$ cat src/rtl/u8af_pkg.sv
// ----------------------------------------------------------------------------
// UTF-8 to ASCII folder package
// Shared widths, limits, character codes, modes and the Latin-1 fold table.
// ----------------------------------------------------------------------------
`default_nettype none

package u8af_pkg;

    localparam int unsigned CAP_W = 13;
    localparam int unsigned BYTE_W = 8;
    localparam int unsigned CHAR_W = 7;
    localparam int unsigned CNT_W = 2;

    localparam logic [CAP_W-1:0] MAX_CAPACITY = 13'd4096;
    localparam logic [CAP_W-1:0] RESET_CAPACITY = 13'd128;

    localparam logic [BYTE_W-1:0] BYTE_NUL = 8'h00;
    localparam logic [BYTE_W-1:0] BYTE_LEAD_C3 = 8'hC3;
    localparam logic [BYTE_W-1:0] BYTE_LEAD_E2 = 8'hE2;
    localparam logic [BYTE_W-1:0] BYTE_MID_80 = 8'h80;
    localparam logic [BYTE_W-1:0] BYTE_ELLIPSIS = 8'hA6;
    localparam logic [BYTE_W-1:0] BYTE_LQUOTE = 8'h98;
    localparam logic [BYTE_W-1:0] BYTE_RQUOTE = 8'h99;

    localparam logic [1:0] CONT_TAG = 2'b10;

    localparam logic [CHAR_W-1:0] CH_NUL = 7'h00;
    localparam logic [CHAR_W-1:0] CH_DOT = 7'h2E;
    localparam logic [CHAR_W-1:0] CH_APOS = 7'h27;
    localparam logic [CHAR_W-1:0] CH_QUEST = 7'h3F;

    typedef enum logic [2:0] {
        MODE_READY = 3'd0,
        MODE_AFTER_C3 = 3'd1,
        MODE_AFTER_E2 = 3'd2,
        MODE_AFTER_E280 = 3'd3,
        MODE_SKIP = 3'd4
    } fold_mode_t;

    function automatic logic [CHAR_W-1:0] fold_latin(input logic [BYTE_W-1:0] b);
        logic [CHAR_W-1:0] ch;
        unique case (b)
            8'hA0, 8'hA2: ch = 7'h61;
            8'hA7: ch = 7'h63;
            8'hA8, 8'hA9, 8'hAA, 8'hAB: ch = 7'h65;
            8'hAE, 8'hAF: ch = 7'h69;
            8'hB4: ch = 7'h6F;
            8'hB9, 8'hBB: ch = 7'h75;
            8'h80, 8'h82: ch = 7'h41;
            8'h87: ch = 7'h43;
            8'h88, 8'h89, 8'h8A: ch = 7'h45;
            default: ch = CH_QUEST;
        endcase
        return ch;
    endfunction

endpackage

`default_nettype wire

$ cat src/rtl/utf8_to_ascii_folder.sv
// ----------------------------------------------------------------------------
// UTF-8 to ASCII folder
// Folds a zero-terminated UTF-8 byte stream to ASCII characters, one request
// per byte, up to three result requests per byte, limited by capacity.
// ----------------------------------------------------------------------------
// An accepted byte waits in the byte stage; its results are then registered
// in the result register. Throughput: one byte per cycle while the result
// register is free; a multi-result byte holds it until its last is taken.
// Reset: capacity 128, ready for a lead byte, count zero, both stages empty.
`default_nettype none

module utf8_to_ascii_folder (
    input  wire logic                           clk,
    input  wire logic                           rst_n,
    input  wire logic                           cfg_wr_en,
    input  wire logic [u8af_pkg::CAP_W-1:0]     cfg_wr_data,
    input  wire logic                           in_valid,
    output logic                                in_ready,
    input  wire logic [u8af_pkg::BYTE_W-1:0]    in_byte,
    output logic                                out_valid,
    input  wire logic                           out_ready,
    output logic [u8af_pkg::CHAR_W-1:0]         char_out,
    output logic                                end_of_string
);

    logic [u8af_pkg::CAP_W-1:0]   capacity_reg;
    logic                         s1_valid_reg;
    logic [u8af_pkg::BYTE_W-1:0]  s1_byte_reg;
    u8af_pkg::fold_mode_t         mode_reg;
    u8af_pkg::fold_mode_t         mode_next;
    logic [u8af_pkg::CAP_W-1:0]   written_reg;
    logic [u8af_pkg::CAP_W-1:0]   written_next;
    logic [u8af_pkg::CNT_W-1:0]   pend_cnt_reg;
    logic [u8af_pkg::CHAR_W-1:0]  pend_char_reg;
    logic                         pend_eos_reg;

    logic [u8af_pkg::CAP_W-1:0]   cap_eff;
    logic [u8af_pkg::CAP_W:0]     cap_ext;
    logic [u8af_pkg::CAP_W:0]     written_ext;
    logic                         ok1;
    logic                         ok2;
    logic                         ok3;
    logic                         s1_advance;
    logic                         in_take;
    logic                         out_take;
    logic                         b_cont;
    u8af_pkg::fold_mode_t         lead_mode;
    logic                         lead_emit;
    logic [u8af_pkg::CNT_W-1:0]   res_cnt;
    logic [u8af_pkg::CHAR_W-1:0]  res_char;
    logic                         res_eos;

    assign cap_eff = (capacity_reg > u8af_pkg::MAX_CAPACITY) ? u8af_pkg::MAX_CAPACITY
                                                             : capacity_reg;
    assign cap_ext = {1'b0, cap_eff};
    assign written_ext = {1'b0, written_reg};
    assign ok1 = (written_ext + 14'd1) < cap_ext;
    assign ok2 = (written_ext + 14'd2) < cap_ext;
    assign ok3 = (written_ext + 14'd3) < cap_ext;

    assign out_valid = (pend_cnt_reg != 2'd0);
    assign char_out = pend_char_reg;
    assign end_of_string = pend_eos_reg;
    assign out_take = out_valid && out_ready;

    assign s1_advance = s1_valid_reg &&
                        ((pend_cnt_reg == 2'd0) || ((pend_cnt_reg == 2'd1) && out_ready));
    assign in_ready = !s1_valid_reg || s1_advance;
    assign in_take = in_valid && in_ready;

    assign b_cont = (s1_byte_reg[7:6] == u8af_pkg::CONT_TAG);

    always_comb
    begin
        lead_emit = 1'b0;
        priority if (!s1_byte_reg[7])
        begin
            lead_mode = u8af_pkg::MODE_READY;
            lead_emit = 1'b1;
        end
        else if (s1_byte_reg == u8af_pkg::BYTE_LEAD_C3)
        begin
            lead_mode = u8af_pkg::MODE_AFTER_C3;
        end
        else if (s1_byte_reg == u8af_pkg::BYTE_LEAD_E2)
        begin
            lead_mode = u8af_pkg::MODE_AFTER_E2;
        end
        else
        begin
            lead_mode = u8af_pkg::MODE_SKIP;
        end
    end

    always_comb
    begin
        mode_next = mode_reg;
        res_cnt = 2'd0;
        res_char = s1_byte_reg[u8af_pkg::CHAR_W-1:0];
        res_eos = 1'b0;
        if (s1_byte_reg == u8af_pkg::BYTE_NUL)
        begin
            mode_next = u8af_pkg::MODE_READY;
            res_cnt = 2'd1;
            res_char = u8af_pkg::CH_NUL;
            res_eos = 1'b1;
        end
        else
        begin
            unique case (mode_reg)
                u8af_pkg::MODE_AFTER_C3:
                begin
                    mode_next = u8af_pkg::MODE_READY;
                    res_char = u8af_pkg::fold_latin(s1_byte_reg);
                    res_cnt = {1'b0, ok1};
                end
                u8af_pkg::MODE_AFTER_E2:
                begin
                    priority if (s1_byte_reg == u8af_pkg::BYTE_MID_80)
                    begin
                        mode_next = u8af_pkg::MODE_AFTER_E280;
                    end
                    else if (b_cont)
                    begin
                        mode_next = u8af_pkg::MODE_SKIP;
                    end
                    else
                    begin
                        mode_next = lead_mode;
                        res_cnt = {1'b0, lead_emit && ok1};
                    end
                end
                u8af_pkg::MODE_AFTER_E280:
                begin
                    mode_next = u8af_pkg::MODE_READY;
                    priority if (s1_byte_reg == u8af_pkg::BYTE_ELLIPSIS)
                    begin
                        res_char = u8af_pkg::CH_DOT;
                        res_cnt = {1'b0, ok1} + {1'b0, ok2} + {1'b0, ok3};
                    end
                    else if ((s1_byte_reg == u8af_pkg::BYTE_LQUOTE) ||
                             (s1_byte_reg == u8af_pkg::BYTE_RQUOTE))
                    begin
                        res_char = u8af_pkg::CH_APOS;
                        res_cnt = {1'b0, ok1};
                    end
                    else
                    begin
                        res_cnt = 2'd0;
                    end
                end
                u8af_pkg::MODE_SKIP:
                begin
                    if (!b_cont)
                    begin
                        mode_next = lead_mode;
                        res_cnt = {1'b0, lead_emit && ok1};
                    end
                end
                default:
                begin
                    mode_next = lead_mode;
                    res_cnt = {1'b0, lead_emit && ok1};
                end
            endcase
        end
        written_next = res_eos ? '0 : written_reg + {{(u8af_pkg::CAP_W-2){1'b0}}, res_cnt};
    end

    always_ff @(posedge clk or negedge rst_n)
    begin
        if (!rst_n)
        begin
            capacity_reg <= u8af_pkg::RESET_CAPACITY;
            s1_valid_reg <= 1'b0;
            mode_reg <= u8af_pkg::MODE_READY;
            written_reg <= '0;
            pend_cnt_reg <= 2'd0;
        end
        else
        begin
            if (cfg_wr_en)
            begin
                capacity_reg <= cfg_wr_data;
            end
            if (in_take)
            begin
                s1_valid_reg <= 1'b1;
            end
            else if (s1_advance)
            begin
                s1_valid_reg <= 1'b0;
            end
            if (s1_advance)
            begin
                mode_reg <= mode_next;
                written_reg <= written_next;
                pend_cnt_reg <= res_cnt;
            end
            else if (out_take)
            begin
                pend_cnt_reg <= pend_cnt_reg - 2'd1;
            end
        end
    end

    always_ff @(posedge clk)
    begin
        if (in_take)
        begin
            s1_byte_reg <= in_byte;
        end
        if (s1_advance)
        begin
            pend_char_reg <= res_char;
            pend_eos_reg <= res_eos;
        end
    end

`ifndef SYNTH
    a_eos_single: assert property (@(posedge clk) disable iff (!rst_n)
        out_valid && end_of_string |-> (char_out == u8af_pkg::CH_NUL) && (pend_cnt_reg == 2'd1))
        else $error("end result not a single zero character");

    a_multi_is_dots: assert property (@(posedge clk) disable iff (!rst_n)
        (pend_cnt_reg > 2'd1) |-> (char_out == u8af_pkg::CH_DOT) && !end_of_string)
        else $error("repeated result is not a dot");

    a_count_bound: assert property (@(posedge clk) disable iff (!rst_n)
        written_reg < u8af_pkg::MAX_CAPACITY)
        else $error("written count beyond capacity limit");

    a_end_clears: assert property (@(posedge clk) disable iff (!rst_n)
        s1_advance && (s1_byte_reg == u8af_pkg::BYTE_NUL) |=>
        (written_reg == '0) && (mode_reg == u8af_pkg::MODE_READY))
        else $error("terminator did not clear state");

    a_take_frees: assert property (@(posedge clk) disable iff (!rst_n)
        in_take && s1_valid_reg |-> s1_advance && (pend_cnt_reg <= 2'd1))
        else $error("input taken while stage is blocked");
`endif

endmodule

`default_nettype wire
$ cat config.mk
export PLATFORM = sky130hd
export DESIGN_NAME = utf8_to_ascii_folder
export DESIGN_NICKNAME = d
export VERILOG_FILES = /design/src/rtl/u8af_pkg.sv /design/src/rtl/utf8_to_ascii_folder.sv
export SDC_FILE = /design/constraint.sdc
export NUM_CORES = 1
export LEC_CHECK = 0
export BUFFER_PORTS_ARGS = -buffer_cell sky130_fd_sc_hd__clkbuf_2
export CAP_MARGIN = 25
export CORE_MARGIN = 5
export CORE_UTILIZATION = 45
export DETAILED_ROUTE_END_ITERATION = 8
export PLACE_DENSITY = 0.66
export SLEW_MARGIN = 20
export SYNTH_ARGS = -nofsm -noshare
export SYNTH_HDL_FRONTEND = slang
export SYNTH_SLANG_ARGS = --single-unit
$ cat constraint.sdc
create_clock -name clk -period 4.4 [get_ports clk]
set_input_delay 0.22 -clock clk [delete_from_list [all_inputs] [get_ports clk]]
set_output_delay 0.22 -clock clk [all_outputs]
set_load 0.1 [all_outputs]
==> flow_metrics.env <==
export IMPL_run_status="finished, violations left"
export IMPL_violations="negative hold slack, negative setup slack"
export IMPL_synth_net_count=501
export IMPL_maxSlewHeadroom=0.4472
export IMPL_power_per_cell_area_nw_per_um2=461.7
export IMPL_worstPathRequired_ns=4.63
export IMPL_crit_reg2reg_capture="written_reg[8]"
export IMPL_syn_avg_cell_area_um2=8.845
export IMPL_layout_nets=568
export IMPL_max_clock_path_buffers=2
export IMPL_grt_start_max_net_pins=33
export IMPL_diodes=0
export IMPL_post_route_clock_period_utilization=1.006
export IMPL_critical_path_endpoint="written_reg[8]"
export IMPL_ir_drop_mv=0.4146
export IMPL_worst_path_max_fanout=5
export IMPL_met3_length_um=589
export IMPL_post_route_util=0.5577
export IMPL_number_of_cts_inserted_buffers=5
export IMPL_row_count=33
export IMPL_netlist_area_um2=3847
export IMPL_core_area_um2=8258
export IMPL_drt_pass1_iterations=4
export IMPL_post_layout_total_power_uw=2126
export IMPL_clock_sinks=48
export IMPL_synth_enable_flop_cells=16
export IMPL_detail_route_wirelength_um=9999
export IMPL_transition_time_at_the_pin_with_the_least_slew_margin_ns=0.8292
export IMPL_startpoint="written_reg[7]"
export IMPL_wl_met1_um=4311
export IMPL_highest_clock_frequency_the_design_can_meet_mhz=225.9
export IMPL_grt_overflow=0
export IMPL_clock_latency_ns=0.30
export IMPL_effective_utilization_at_floorplan=0.4659
export IMPL_critical_path_reg2reg_startpoint="written_reg[7]"
export IMPL_global_route_usage_total=0.1966
export IMPL_top_layer="met4"
export IMPL_synthToLayoutAreaGrowth_pct=19.71
export IMPL_critical_path_class="register to register"
export IMPL_initialDrtViolationCount=162
export IMPL_post_synth_num_cell_types=58
export IMPL_drc_errors=0
export IMPL_vias_per_cell=5.712
export IMPL_cp_end_kind="register"
export IMPL_root_cell_of_the_clock_tree="clkbuf_8"
export IMPL_total_met2_wirelength_after_detailed_routing_um=4944
export IMPL_place_detailed_hpwl_um=7848
export IMPL_gpl_final_weighted_congestion=0.9204
export IMPL_syn_inst=435
export IMPL_layout_drive_gt1_share=0.2624
export IMPL_top_level_ports=36
export IMPL_fillers=753
export IMPL_worst_r2r_path_depth=18
export IMPL_start_kind="register"
export IMPL_wire_length_of_the_first_global_routing_pass_um=16370
export IMPL_timing_final_max_slew_violations=0
export IMPL_ys_warnings_count=0
export IMPL_clkSlewWorstSetupHoldPaths_ns=0.10
export IMPL_ant_nets=0
export IMPL_yosys_register_bits=48
export IMPL_finalCriticalPeriod_ns=4.428
export IMPL_hold_path_class="primary input to asynchronous set/reset pin"
export IMPL_seq_area_frac_synth=0.3333
export IMPL_final_skew_ns=0.008015
export IMPL_grt_pass1_vias=3378
export IMPL_number_of_levels_in_the_clock_h_tree=2
export IMPL_detail_route_wl_per_cell_um=16.45
export IMPL_post_route_worst_setup_slack_ns=-0.02758
export IMPL_worst_path_largest_cell_delay_ns=0.57
export IMPL_grt_antenna_before_repair=0
export IMPL_die_height_um=102.5
export IMPL_numPortBuffers=35
export IMPL_data_arrival_time_of_the_worst_path_ns=4.65
export IMPL_die_area_um2=10500
export IMPL_critPathSlowestCell="fa_1"
export IMPL_grt_setup_unrepaired="yes"
export IMPL_dr_total_vias=3473
export IMPL_crit_path_cell_trace="nand4_1 > or3_4 > nor2_1 > xor2_1 > ha_1 > and4_4 > o31ai_4 > a311o_1 > a2111oi_4 > nor3b_2 > fa_1 > a21oi_2 > nand2b_1 > ha_2 > fa_2 > nand3_4 > or3_4 > a21oi_2"
export IMPL_chipWidth_um=102.5
export IMPL_cts_hold_repair_buffers=0
export IMPL_synthFlopType="dfrtp_1"
export IMPL_r2r_slack_ns=-0.03
export IMPL_final_setup_viol_count=1
export IMPL_finalHoldViolCount=1
export IMPL_synthArstFlopShare=0.6667
export IMPL_p_leak_uw=0.002053
export IMPL_final_layout_worst_hold_slack_ns=-0.0006609
export IMPL_maxCapViolCount=0
export IMPL_cts_tree="yes"
## critical path: cells and delay by family (launching register included)
kind | cells | cell delay [ns]
compound gates | 5 | 0.85
xor+xnor | 1 | 0.08
fa+ha+maj | 4 | 1.38
flops | 1 | 0.41
simple gates | 8 | 1.65
## cell families (layout without fill, tap and decap cells)
family | after synthesis | in the layout | synth area share
AOI/OAI and AO/OA | 89 | 89 | 0.1516
buffers and inverters | 36 | 104 | 0.04065
and+or+nand+nor | 171 | 171 | 0.2159
xor gates and xnor gates | 38 | 38 | 0.08650
muxes | 13 | 13 | 0.03805
adders and majority gates | 40 | 40 | 0.1340
DFF | 48 | 48 | 0.3333
## synthesized netlist by cell type (all sizes together) (2+ instances only)
cell type  number  area share
a2111oi         3       0.012
a211oi          3      0.0059
a21o            7       0.014
a21oi          24       0.031
a31oi           6      0.0098
and2b           2      0.0042
and3            3      0.0049
buf            11       0.014
clkbuf          9       0.011
dfrtp          31        0.20
edfxtp         16        0.12
fa              2       0.010
ha             38        0.12
inv            15       0.015
mux2           13       0.038
nand2          47       0.046
nand2b          7       0.011
nand3          22       0.030
nand3b          2      0.0039
nand4           6      0.0098
nor2           41       0.040
nor2b           5      0.0081
nor3           13       0.017
nor4            7       0.011
o2111ai         2      0.0046
o21ai          26       0.034
o31ai           5      0.0098
or3            10       0.016
xnor2          17       0.039
xor2           21       0.048
## stage by stage
stage | setup slack (ns) | instances | cell area (um2) | setup TNS, ns | hold WS [ns]
3_3_place_gp | -0.04328 | 596 | 4373 | -0.1295 | 0.3410
2_1_floorplan | 0.02018 | 435 | 3860 | 0 | -0.07559
3_5_place_dp | -0.1165 | 596 | 4373 | -0.7268 | 0.3474
5_1_grt | -0.1824 | 608 | 4606 | -1.094 | 0.07296
4_1_cts | 0.02659 | 606 | 4519 | 0 | 0.02305
6_report | -0.02758 | 608 | 4606 | -0.02758 | -0.0006609
## final cells by class
type                    count  area (um2)  area share
clock inverters             2       13.76    0.002988
repair buffers             80       513.0      0.1114
clock buffers               6       82.58     0.01793
inverters                  16       60.06     0.01304
multi-input cells         351        2522      0.5477
flip-flops and latches     48        1282      0.2785
well taps                 105       131.4     0.02852
## worst min-delay path by stage
stage / start / end / slack, ns / cells past startpoint
3_3_place_gp: rst_n / capacity_reg[5] / 0.34 / 1
4_1_cts: rst_n / capacity_reg[6] / 0.02 / 1
5_1_grt: rst_n / capacity_reg[6] / 0.07 / 1
6_report: rst_n / capacity_reg[6] / -0.0007 / 1
3_5_place_dp: rst_n / capacity_reg[6] / 0.35 / 1
2_1_floorplan: rst_n / capacity_reg[0] / -0.08 / 0
## power breakdown
group	switching (uW)	internal, uW	total, uW	leakage, uW
Clock	153	129	282	0.0000516
Combinational	776	403	1180	0.00145
Sequential	91.5	574	666	0.000546
Total	1020	1110	2130	0.00205
## cell usage in the layout (no fill, tap or decap), drive strengths merged, types with 17 or more instances in the layout
cell	netlist	final
nand2	47	47
buf	11	45
nor2	41	41
clkbuf	9	41
ha	38	38
dfrtp	31	31
o21ai	26	26
a21oi	24	24
nand3	22	22
xor2	21	21
xnor2	17	17
## routing by layer
layer	vias up	global-route usage
met5	-	0
met4	0	0.04541
met3	16	0.02594
met2	83	0.3357
met1	1675	0.2651
li1	1699	-
## what timing repair did
action                                  4_1_cts  5_1_grt
buffers inserted                              2        2
pin swaps                                     4        6
resized for setup                             9       16
endpoints found under the setup margin       12       12
hold endpoints to repair                      0        0
Note: power is estimated with default switching activity, not from simulation.
